**src/design/asg_pkg.sv**
```systemverilog
`timescale 1ns / 1ps
// Shared types and constants for the activity segment gater.
// No dependencies; every other design file imports this package.
package asg_pkg;

    localparam int TRACKS_DEF    = 64;
    localparam int TIME_BITS_DEF = 48;

    // Register reset values in nanoseconds.
    localparam logic [63:0] PRE_GAP_RST      = 64'd20000000;
    localparam logic [63:0] POST_GAP_RST     = 64'd20000000;
    localparam logic [63:0] MIN_DURATION_RST = 64'd100000000;
    localparam logic [63:0] MERGE_GAP_RST    = 64'd1000000000;

    // Result queue depth; a power of two so that the pointers wrap.
    localparam int OUT_DEPTH = 4;

    localparam int CFG_IDX_W = 3;

    typedef enum logic [CFG_IDX_W-1:0] {
        REG_TRACK_MASK   = 3'd0,
        REG_OBJECT_START = 3'd1,
        REG_OBJECT_END   = 3'd2,
        REG_PRE_GAP      = 3'd3,
        REG_POST_GAP     = 3'd4,
        REG_MIN_DURATION = 3'd5,
        REG_MERGE_GAP    = 3'd6
    } cfg_reg_t;

    typedef enum logic [1:0] {
        PH_WAIT_FIRST = 2'd0,
        PH_SEEK       = 2'd1,
        PH_OPEN       = 2'd2
    } phase_t;

    // Writes into the result queue from one processed word.
    typedef struct packed {
        logic push0;
        logic push1;
    } asg_push_t;

endpackage

```
**src/design/activity_segment_gater_core.sv**
```systemverilog
`timescale 1ns / 1ps
// Activity segment gater: turns timed per-track activity words into active
// time segments for one masked track group. An accepted word is registered,
// processed in the next cycle and its segments (none, one, or two for the
// final word) are queued in a four-word result queue, from which they are
// offered in order. One word is accepted per cycle while the result queue
// has room for what is in flight; s_tready drops whenever the unread
// results, plus the one or two results that the word in the input register
// may still add, would leave fewer than two free places. Depends on asg_pkg,
// asg_engine and asg_out_fifo.
module activity_segment_gater_core import asg_pkg::*; #(
    parameter int TRACKS    = TRACKS_DEF,
    parameter int TIME_BITS = TIME_BITS_DEF
) (
    input  logic                                        aclk,
    input  logic                                        aresetn,
    input  logic                                        s_tvalid,
    output logic                                        s_tready,
    // word time, activity flags, zero padding
    input  logic [((TIME_BITS+TRACKS+7)/8)*8-1:0]       s_tdata,
    input  logic                                        s_tlast,   // final_block
    output logic                                        m_tvalid,
    input  logic                                        m_tready,
    // segment_start, segment_end, zero padding
    output logic [((2*TIME_BITS+7)/8)*8-1:0]            m_tdata,
    output logic                                        m_tlast,   // last_segment
    input  logic                                        cfg_we,
    input  logic [CFG_IDX_W-1:0]                        cfg_index,
    input  logic [((TRACKS > TIME_BITS) ? TRACKS : TIME_BITS)-1:0] cfg_wdata
);

    localparam int TW     = TIME_BITS;
    localparam int RW     = 2 * TIME_BITS + 1;
    localparam int MDW    = ((2 * TIME_BITS + 7) / 8) * 8;
    localparam int CW     = $clog2(OUT_DEPTH + 1);

    logic [TRACKS-1:0] track_mask_reg;
    logic [TW-1:0]     object_start_reg;
    logic [TW-1:0]     object_end_reg;
    logic [TW-1:0]     pre_gap_reg;
    logic [TW-1:0]     post_gap_reg;
    logic [TW-1:0]     min_duration_reg;
    logic [TW-1:0]     merge_gap_reg;

    logic              in_valid_reg;
    logic [TW-1:0]     in_time_reg;
    logic [TRACKS-1:0] in_flags_reg;
    logic              in_final_reg;

    asg_push_t         push;
    logic [RW-1:0]     res0;
    logic [RW-1:0]     res1;
    logic [RW-1:0]     head;
    logic [CW-1:0]     q_count;
    logic [CW:0]       reserve;
    logic              s_accept;

    always_ff @(posedge aclk) begin
        if (!aresetn) begin
            track_mask_reg   <= '0;
            object_start_reg <= '0;
            object_end_reg   <= '0;
            pre_gap_reg      <= PRE_GAP_RST[TW-1:0];
            post_gap_reg     <= POST_GAP_RST[TW-1:0];
            min_duration_reg <= MIN_DURATION_RST[TW-1:0];
            merge_gap_reg    <= MERGE_GAP_RST[TW-1:0];
        end else if (cfg_we) begin
            unique case (cfg_reg_t'(cfg_index))
                REG_TRACK_MASK:   track_mask_reg   <= cfg_wdata[TRACKS-1:0];
                REG_OBJECT_START: object_start_reg <= cfg_wdata[TW-1:0];
                REG_OBJECT_END:   object_end_reg   <= cfg_wdata[TW-1:0];
                REG_PRE_GAP:      pre_gap_reg      <= cfg_wdata[TW-1:0];
                REG_POST_GAP:     post_gap_reg     <= cfg_wdata[TW-1:0];
                REG_MIN_DURATION: min_duration_reg <= cfg_wdata[TW-1:0];
                REG_MERGE_GAP:    merge_gap_reg    <= cfg_wdata[TW-1:0];
                default: ;
            endcase
        end
    end

    // Room is kept for the word in the input register: two results for a
    // final word, one otherwise.
    assign reserve  = in_valid_reg ? (in_final_reg ? (CW+1)'(2) : (CW+1)'(1)) : '0;
    assign s_tready = ({1'b0, q_count} + reserve) <= (CW+1)'(OUT_DEPTH - 2);
    assign s_accept = s_tvalid && s_tready;

    always_ff @(posedge aclk) begin
        if (!aresetn) begin
            in_valid_reg <= 1'b0;
        end else begin
            in_valid_reg <= s_accept;
        end
    end

    always_ff @(posedge aclk) begin
        if (s_accept) begin
            in_time_reg  <= s_tdata[TW-1:0];
            in_flags_reg <= s_tdata[TW+TRACKS-1:TW];
            in_final_reg <= s_tlast;
        end
    end

    asg_engine #(
        .TRACKS    (TRACKS),
        .TIME_BITS (TIME_BITS)
    ) u_engine (
        .aclk         (aclk),
        .aresetn      (aresetn),
        .in_valid     (in_valid_reg),
        .in_time      (in_time_reg),
        .in_flags     (in_flags_reg),
        .in_final     (in_final_reg),
        .track_mask   (track_mask_reg),
        .object_start (object_start_reg),
        .object_end   (object_end_reg),
        .pre_gap      (pre_gap_reg),
        .post_gap     (post_gap_reg),
        .min_duration (min_duration_reg),
        .merge_gap    (merge_gap_reg),
        .push         (push),
        .res0         (res0),
        .res1         (res1)
    );

    asg_out_fifo #(
        .W (RW)
    ) u_out_fifo (
        .aclk       (aclk),
        .aresetn    (aresetn),
        .push       (push),
        .din0       (res0),
        .din1       (res1),
        .pop_ready  (m_tready),
        .dout_valid (m_tvalid),
        .dout       (head),
        .count      (q_count)
    );

    assign m_tdata = MDW'(head[2*TW-1:0]);
    assign m_tlast = head[2*TW];

endmodule

```
**src/design/asg_engine.sv**
```systemverilog
`timescale 1ns / 1ps
// Segment tracking for one registered input word per cycle: open, close,
// merge and flush logic, producing up to two segments. Uses asg_pkg.
module asg_engine import asg_pkg::*; #(
    parameter int TRACKS    = TRACKS_DEF,
    parameter int TIME_BITS = TIME_BITS_DEF
) (
    input  logic                   aclk,
    input  logic                   aresetn,
    input  logic                   in_valid,
    input  logic [TIME_BITS-1:0]   in_time,
    input  logic [TRACKS-1:0]      in_flags,
    input  logic                   in_final,
    input  logic [TRACKS-1:0]      track_mask,
    input  logic [TIME_BITS-1:0]   object_start,
    input  logic [TIME_BITS-1:0]   object_end,
    input  logic [TIME_BITS-1:0]   pre_gap,
    input  logic [TIME_BITS-1:0]   post_gap,
    input  logic [TIME_BITS-1:0]   min_duration,
    input  logic [TIME_BITS-1:0]   merge_gap,
    output asg_push_t              push,
    output logic [2*TIME_BITS:0]   res0,      // {last, end, start}
    output logic [2*TIME_BITS:0]   res1
);

    localparam int TW = TIME_BITS;

    phase_t        phase_reg, phase_next;
    logic [TW-1:0] open_start_reg, open_start_next;
    logic [TW-1:0] pend_start_reg, pend_start_next;
    logic [TW-1:0] pend_end_reg, pend_end_next;
    logic          have_pend_reg, have_pend_next;
    logic          first_seg_reg, first_seg_next;
    logic          past_end_reg, past_end_next;

    logic          any_active;
    logic          late;
    logic          merge_hit;
    logic [TW:0]   merge_sum;
    logic [TW:0]   start_min;
    logic [TW-1:0] start_min_sat;
    logic [TW-1:0] close_base;
    logic [TW:0]   close_sum;
    logic [TW-1:0] close_sat;
    logic [TW-1:0] close_end;
    logic [TW-1:0] open_val;
    logic [TW-1:0] r0_start;
    logic [TW-1:0] b_start;
    logic [TW-1:0] b_end;
    logic [TW-1:0] r1_start;
    logic [TW-1:0] r1_end;
    logic          b_first;
    logic          fin_add;

    // These all work in parallel off registered state and the input word.
    assign any_active    = |(in_flags & track_mask);
    assign late          = in_time > object_end;
    assign merge_sum     = {1'b0, pend_end_reg} + {1'b0, merge_gap};
    assign merge_hit     = have_pend_reg && (merge_sum > {1'b0, open_start_reg});
    assign start_min     = {1'b0, open_start_reg} + {1'b0, min_duration};
    assign start_min_sat = start_min[TW] ? {TW{1'b1}} : start_min[TW-1:0];
    assign close_base    = any_active ? object_end : in_time;
    assign close_sum     = {1'b0, close_base} + {1'b0, post_gap};
    assign close_sat     = close_sum[TW] ? {TW{1'b1}} : close_sum[TW-1:0];
    // A segment shorter than the minimum (or ending before its start) is
    // stretched to start plus minimum duration.
    assign close_end     = ({1'b0, close_sat} < start_min) ? start_min_sat : close_sat;
    assign open_val      = (in_time >= pre_gap) ? (in_time - pre_gap) : '0;

    // The first segment of a stream never starts before the object.
    assign r0_start = (first_seg_reg && (pend_start_reg < object_start)) ?
                      object_start : pend_start_reg;

    // Final word: the pending segment, if any, is flushed first; the open segment,
    // closed at the object end, is added after it or merged into it.
    assign fin_add  = (phase_reg == PH_OPEN);
    assign b_start  = (fin_add && !merge_hit) ? open_start_reg : pend_start_reg;
    assign b_end    = fin_add ? object_end : pend_end_reg;
    assign b_first  = first_seg_reg && !(fin_add && have_pend_reg && !merge_hit);
    assign r1_start = (b_first && (b_start < object_start)) ? object_start : b_start;
    assign r1_end   = (b_end > object_end) ? object_end : b_end;

    assign res0 = {1'b0, pend_end_reg, r0_start};
    assign res1 = {1'b1, r1_end, r1_start};

    always_ff @(posedge aclk) begin
        if (!aresetn) begin
            phase_reg     <= PH_WAIT_FIRST;
            have_pend_reg <= 1'b0;
            first_seg_reg <= 1'b1;
            past_end_reg  <= 1'b0;
            open_start_reg <= '0;
            pend_start_reg <= '0;
            pend_end_reg   <= '0;
        end else begin
            phase_reg      <= phase_next;
            have_pend_reg  <= have_pend_next;
            first_seg_reg  <= first_seg_next;
            past_end_reg   <= past_end_next;
            open_start_reg <= open_start_next;
            pend_start_reg <= pend_start_next;
            pend_end_reg   <= pend_end_next;
        end
    end

    always_comb begin
        phase_next      = phase_reg;
        open_start_next = open_start_reg;
        pend_start_next = pend_start_reg;
        pend_end_next   = pend_end_reg;
        have_pend_next  = have_pend_reg;
        first_seg_next  = first_seg_reg;
        past_end_next   = past_end_reg;
        push            = '0;

        if (in_valid) begin
            if (in_final) begin
                push.push0      = fin_add && have_pend_reg && !merge_hit;
                push.push1      = fin_add || have_pend_reg;
                phase_next      = PH_WAIT_FIRST;
                open_start_next = '0;
                pend_start_next = '0;
                pend_end_next   = '0;
                have_pend_next  = 1'b0;
                first_seg_next  = 1'b1;
                past_end_next   = 1'b0;
            end else if (!past_end_reg || phase_reg == PH_WAIT_FIRST) begin
                unique case (phase_reg)
                    PH_WAIT_FIRST: begin
                        phase_next = PH_SEEK;
                    end
                    PH_SEEK: begin
                        if (in_time > object_start) begin
                            if (late) begin
                                past_end_next = 1'b1;
                            end else if (any_active) begin
                                open_start_next = open_val;
                                phase_next      = PH_OPEN;
                            end
                        end
                    end
                    PH_OPEN: begin
                        if (!any_active || late) begin
                            if (merge_hit) begin
                                pend_end_next = close_end;
                            end else begin
                                if (have_pend_reg) begin
                                    push.push0     = 1'b1;
                                    first_seg_next = 1'b0;
                                end
                                pend_start_next = open_start_reg;
                                pend_end_next   = close_end;
                                have_pend_next  = 1'b1;
                            end
                            phase_next = PH_SEEK;
                            if (late) begin
                                past_end_next = 1'b1;
                            end
                        end
                    end
                    default: begin
                        phase_next = PH_WAIT_FIRST;
                    end
                endcase
            end
        end
    end

endmodule

```
**src/design/asg_out_fifo.sv**
```systemverilog
`timescale 1ns / 1ps
// Small result queue taking up to two words per cycle and giving one while pop_ready is high.
// Uses asg_pkg for the push struct and the depth.
module asg_out_fifo import asg_pkg::*; #(
    parameter int W = 2 * TIME_BITS_DEF + 1
) (
    input  logic                          aclk,
    input  logic                          aresetn,
    input  asg_push_t                     push,
    input  logic [W-1:0]                  din0,
    input  logic [W-1:0]                  din1,
    input  logic                          pop_ready,
    output logic                          dout_valid,
    output logic [W-1:0]                  dout,
    output logic [$clog2(OUT_DEPTH+1)-1:0] count
);

    localparam int PW = $clog2(OUT_DEPTH);
    localparam int CW = $clog2(OUT_DEPTH + 1);

    logic [W-1:0]  mem_reg [OUT_DEPTH];
    logic [PW-1:0] wr_ptr_reg, wr_ptr_next;
    logic [PW-1:0] rd_ptr_reg, rd_ptr_next;
    logic [CW-1:0] count_reg, count_next;
    logic          pop;
    logic [PW-1:0] wr_ptr_inc;

    assign pop        = (count_reg != '0) && pop_ready;
    assign wr_ptr_inc = wr_ptr_reg + PW'(1);
    assign dout_valid = (count_reg != '0);
    assign dout       = mem_reg[rd_ptr_reg];
    assign count      = count_reg;

    always_comb begin
        wr_ptr_next = wr_ptr_reg + PW'(push.push0) + PW'(push.push1);
        rd_ptr_next = rd_ptr_reg + PW'(pop);
        count_next  = count_reg + CW'(push.push0) + CW'(push.push1) - CW'(pop);
    end

    always_ff @(posedge aclk) begin
        if (!aresetn) begin
            wr_ptr_reg <= '0;
            rd_ptr_reg <= '0;
            count_reg  <= '0;
        end else begin
            wr_ptr_reg <= wr_ptr_next;
            rd_ptr_reg <= rd_ptr_next;
            count_reg  <= count_next;
        end
    end

    // A lone second result takes the first free slot.
    always_ff @(posedge aclk) begin
        if (push.push0) begin
            mem_reg[wr_ptr_reg] <= din0;
            if (push.push1) begin
                mem_reg[wr_ptr_inc] <= din1;
            end
        end else if (push.push1) begin
            mem_reg[wr_ptr_reg] <= din1;
        end
    end

endmodule

```
**config.mk**
```make
export PLATFORM = sky130hd
export DESIGN_NAME = activity_segment_gater_core
export DESIGN_NICKNAME = d
export VERILOG_FILES = /design/src/design/asg_pkg.sv /design/src/design/activity_segment_gater_core.sv /design/src/design/asg_engine.sv /design/src/design/asg_out_fifo.sv
export SDC_FILE = /design/constraint.sdc
export NUM_CORES = 2
export LEC_CHECK = 0
export BUFFER_PORTS_ARGS = -buffer_cell sky130_fd_sc_hd__buf_4
export CAP_MARGIN = 5
export CORE_UTILIZATION = 39
export DETAILED_ROUTE_END_ITERATION = 8
export GPL_TIMING_DRIVEN = 0
export MAX_ROUTING_LAYER = met4
export PLACE_DENSITY = 0.66
export REMOVE_ABC_BUFFERS = 1
export SETUP_SLACK_MARGIN = 0.3
export SLEW_MARGIN = 20
export SYNTH_ARGS = -nofsm -noshare
export SYNTH_HDL_FRONTEND = slang
export SYNTH_SLANG_ARGS = --single-unit
```
**constraint.sdc**
```tcl
create_clock -name aclk -period 16.6 [get_ports aclk]
set_clock_uncertainty 0.1 [all_clocks]
set_input_delay 0 -clock aclk [delete_from_list [all_inputs] [get_ports aclk]]
set_output_delay 0 -clock aclk [all_outputs]
set_load 0.02 [all_outputs]
```
==> metrics.csv <==
stage,metric,value,unit
critical_path,CP max stage cell,a21oi_1,
yosys,Synth async-reset ratio,0,
yosys,#FFs+latches synth,1010,
cells_and_area,Final nets,7699,
power_and_ir_drop,Leakage,0.02887,uW
yosys,Post-synth EDFFs,497,
route,post-route ant nets,0,
yosys,netlist area before placement,61440,um2
cells_and_area,Finished Layout Cells,9140,
yosys,Ys Warns,0,
timing,Pins Over Slew Limit,0,
yosys,cell accounting for the most synthesized area,edfxtp_1,
route,vias per cell,5.948,
cells_and_area,post-route cell area,74910,um2
floorplan,Starting Density,0.3929,
cells_and_area,register area,25200,um2
min_path,critical hold path startpoint,cfg_wdata[31],
yosys,top post-synthesis cells by area,"edfxtp_1 (24%), dfxtp_1 (17%), ha_1 (11%)",
min_path,Hold Path Class,in -> reg,
timing,Tmin final,12.92,ns
yosys,Synth Flop Type,dfxtp_1,
global_route,global-route wire length before repair,346300,um
power_and_ir_drop,Worst VDD drop,0.1144,mV
route,# DRC,0,
global_route,total congestion overflow,0,
cells_and_area,"most common cell after layout, fill and taps aside",nand2_1,
critical_path,Reg2Reg Depth,39,
placed_design,placed cell area,67390,um2
critical_path,CP Data Required Time,16.96,ns
cts,CTS HTree Levels,3,
global_route,largest net degree at the start of global routing,111,
timing,# setup viols final,0,
critical_path,critical-path maximum fanout,17,
cts,clk slew on worst S/H paths,0.06,ns
floorplan,core area,156400,um2
route,final wirelength,237800,um
placed_design,routability cong.,0.9748,
placed_design,placed instance count,8565,
cts,CTS tree,yes,
global_route,number of global-route vias before repair,52260,
run_status,status,"complete, no violations",
cells_and_area,Util after Layout,0.4790,
yosys,synth unique cells,91,
cells_and_area,share of post-route cells with drive strength above 1,0.1288,
yosys,Syn Area/Cell,9.521,um2
power_and_ir_drop,Final Power,8042,uW
floorplan,I/O pin count,284,
floorplan,Die W,398.9,um
timing,final hold vios,0,
cells_and_area,"commonest non-fill, non-tap cells in the layout","nand2_1 (950), a21oi_1 (682), ha_1 (529)",
cells_and_area,max FFs per register,388,
route,Pre-antenna DRT Iters,6,
global_route,initial antenna violation count,4,
critical_path,max incr delay on CP,0.90,ns
yosys,sequential area share after synthesis,0.4101,
placed_design,DP Wirelength,173700,um
critical_path,R2R Path Start,u_engine.pend_end_reg[1],
critical_path,crit start category,flip-flop,
timing,Max Fclk,77.37,MHz
cells_and_area,# fillers,14270,
route,1st-iter DRT viols,5914,
timing,Final period util,0.7786,
critical_path,RR Endpoint,u_out_fifo.mem_reg[1][4],
route,routed len/inst,26.02,um
cts,Clock Latency Late Sink,0.77,ns
placed_design,number of port buffers,283,
power_and_ir_drop,Power Density,107.4,nW/um2
global_route,Total GRT Usage,0.3013,
cts,worst-case clock buffer depth,3,
cts,CTS Root Cell,clkbuf_16,
cells_and_area,Area Growth Syn to Fin,21.93,%
critical_path,flop2flop setup slack,3.68,ns
critical_path,Setup crit start,u_engine.pend_end_reg[1],
timing,worst slew pin tran,1.188,ns
cts,CTS Buf Count,114,
floorplan,Chip Height,398.9,um
floorplan,Rows,145,
critical_path,"Arr. time, crit path",13.29,ns
floorplan,die area,159100,um2
cts,Resized Gates After CTS,0,
timing,total negative slack,0,ns
cells_and_area,footprint of the multi-input gates,34200,um2
run,max cap viols,0,
critical_path,WS Path Type,reg -> reg,
cts,clk sinks,1010,
min_path,worst hold endpoint,pre_gap_reg[31],
timing,RSZ-0062 raised after global routing,false,
critical_path,endpoint class of the critical path,flip-flop,
yosys,Gate Count Post-Synth,6453,
min_path,Hold Crit Depth,4,
timing,Slew headroom,0.2004,
yosys,post-synth top area share,0.2429,
route,DR vias,54360,
==> layer usage <==
metal | share of wire | vias up | global-route usage
met2 | 0.44 | 2483 | 0.4479
li1 | - | 25000 | -
met1 | 0.43 | 26480 | 0.3997
met3 | 0.091 | 398 | 0.05531
met5 | 0 | - | -
met4 | 0.046 | 0 | 0.1299
==> repair_timing <==
item | in CTS | in global routing
buffers inserted | 0 | 0
endpoints found under the hold margin | 589 | 0
hold buffers | 354 | 0
==> logic make-up (layout without fill, tap and decap cells) <==
logic type	count (synthesis)	after routing	share of synthesized area
AOI/OAI and AO/OA	2083	2083	0.2240
other	0	4	0
muxes	246	246	0.06181
and+or+nand+nor	1779	1779	0.1290
buffers and inverters	624	1249	0.04000
xor gates and xnor gates	174	174	0.02480
DFF	1010	1010	0.4101
adders and majority gates	537	537	0.1103
==> per-stage QoR <==
step                hold slack, ns  setup WS [ns]
CTS                       0.002412          3.921
global placement           0.07797         -10.77
detailed placement         0.07931          3.985
global route               0.05261          3.582
floorplan                 -0.02817         0.8436
finish                     0.05716          3.676
==> worst max path at each step <==
stage,endpoint,slack [ns],cells past startpoint
6_report,u_out_fifo.mem_reg[1][4],3.68,39
5_1_grt,u_out_fifo.mem_reg[3][3],3.58,41
4_1_cts,u_out_fifo.mem_reg[3][5],3.92,41
3_5_place_dp,u_out_fifo.mem_reg[1][4],3.99,41
3_3_place_gp,u_out_fifo.mem_reg[0][51],-10.77,13
2_1_floorplan,u_out_fifo.mem_reg[0][48],0.84,13
==> worst max-delay path: cells and delay by family (launching register included) <==
| kind | cells | cell delay (ns) |
|---|---|---|
| AO/OA/AOI/OAI | 16 | 5.30 |
| AND/OR/NAND/NOR | 15 | 4.13 |
| adder cells (fa/ha/maj) | 3 | 0.98 |
| buffers and inverters | 3 | 0.82 |
| flip-flops | 1 | 0.67 |
| multiplexers | 1 | 0.41 |
| XOR/XNOR | 1 | 0.14 |
==> where the power goes <==
group	switching (uW)	internal, uW	leakage (uW)
Sequential	136	2710	0.00819
Clock	1130	1540	0.00192
Combinational	1490	1040	0.0188
Total	2760	5290	0.0289
==> synth_stat cells, drive strengths merged, types with 69 or more instances <==
cell type and count:
nand2 962, o211ai 75, a21oi 682, o21a 80
mux4 97, o22ai 242, ha 529, nand3 90
mux2 97, dfxtp 513, nand4 88, nand2b 85
buf 99, inv 262, a22o 126, nor2 274
edfxtp 497, xnor2 112, o21ai 193, clkbuf 263
and2 69, a21o 343, nor3 75
==> cell type report <==
| class | count | share of cell area |
|---|---|---|
| tap | 2058 | 0.03438 |
| multi-input combinational | 4819 | 0.4565 |
| clock buffer | 151 | 0.04421 |
| antenna | 4 | 0.0001336 |
| timing repair buffer | 770 | 0.1065 |
| inverter | 262 | 0.01323 |
| clock inverter | 66 | 0.008585 |
| sequential | 1010 | 0.3364 |
No activity file was read; power rests on OpenSTA's default activity.
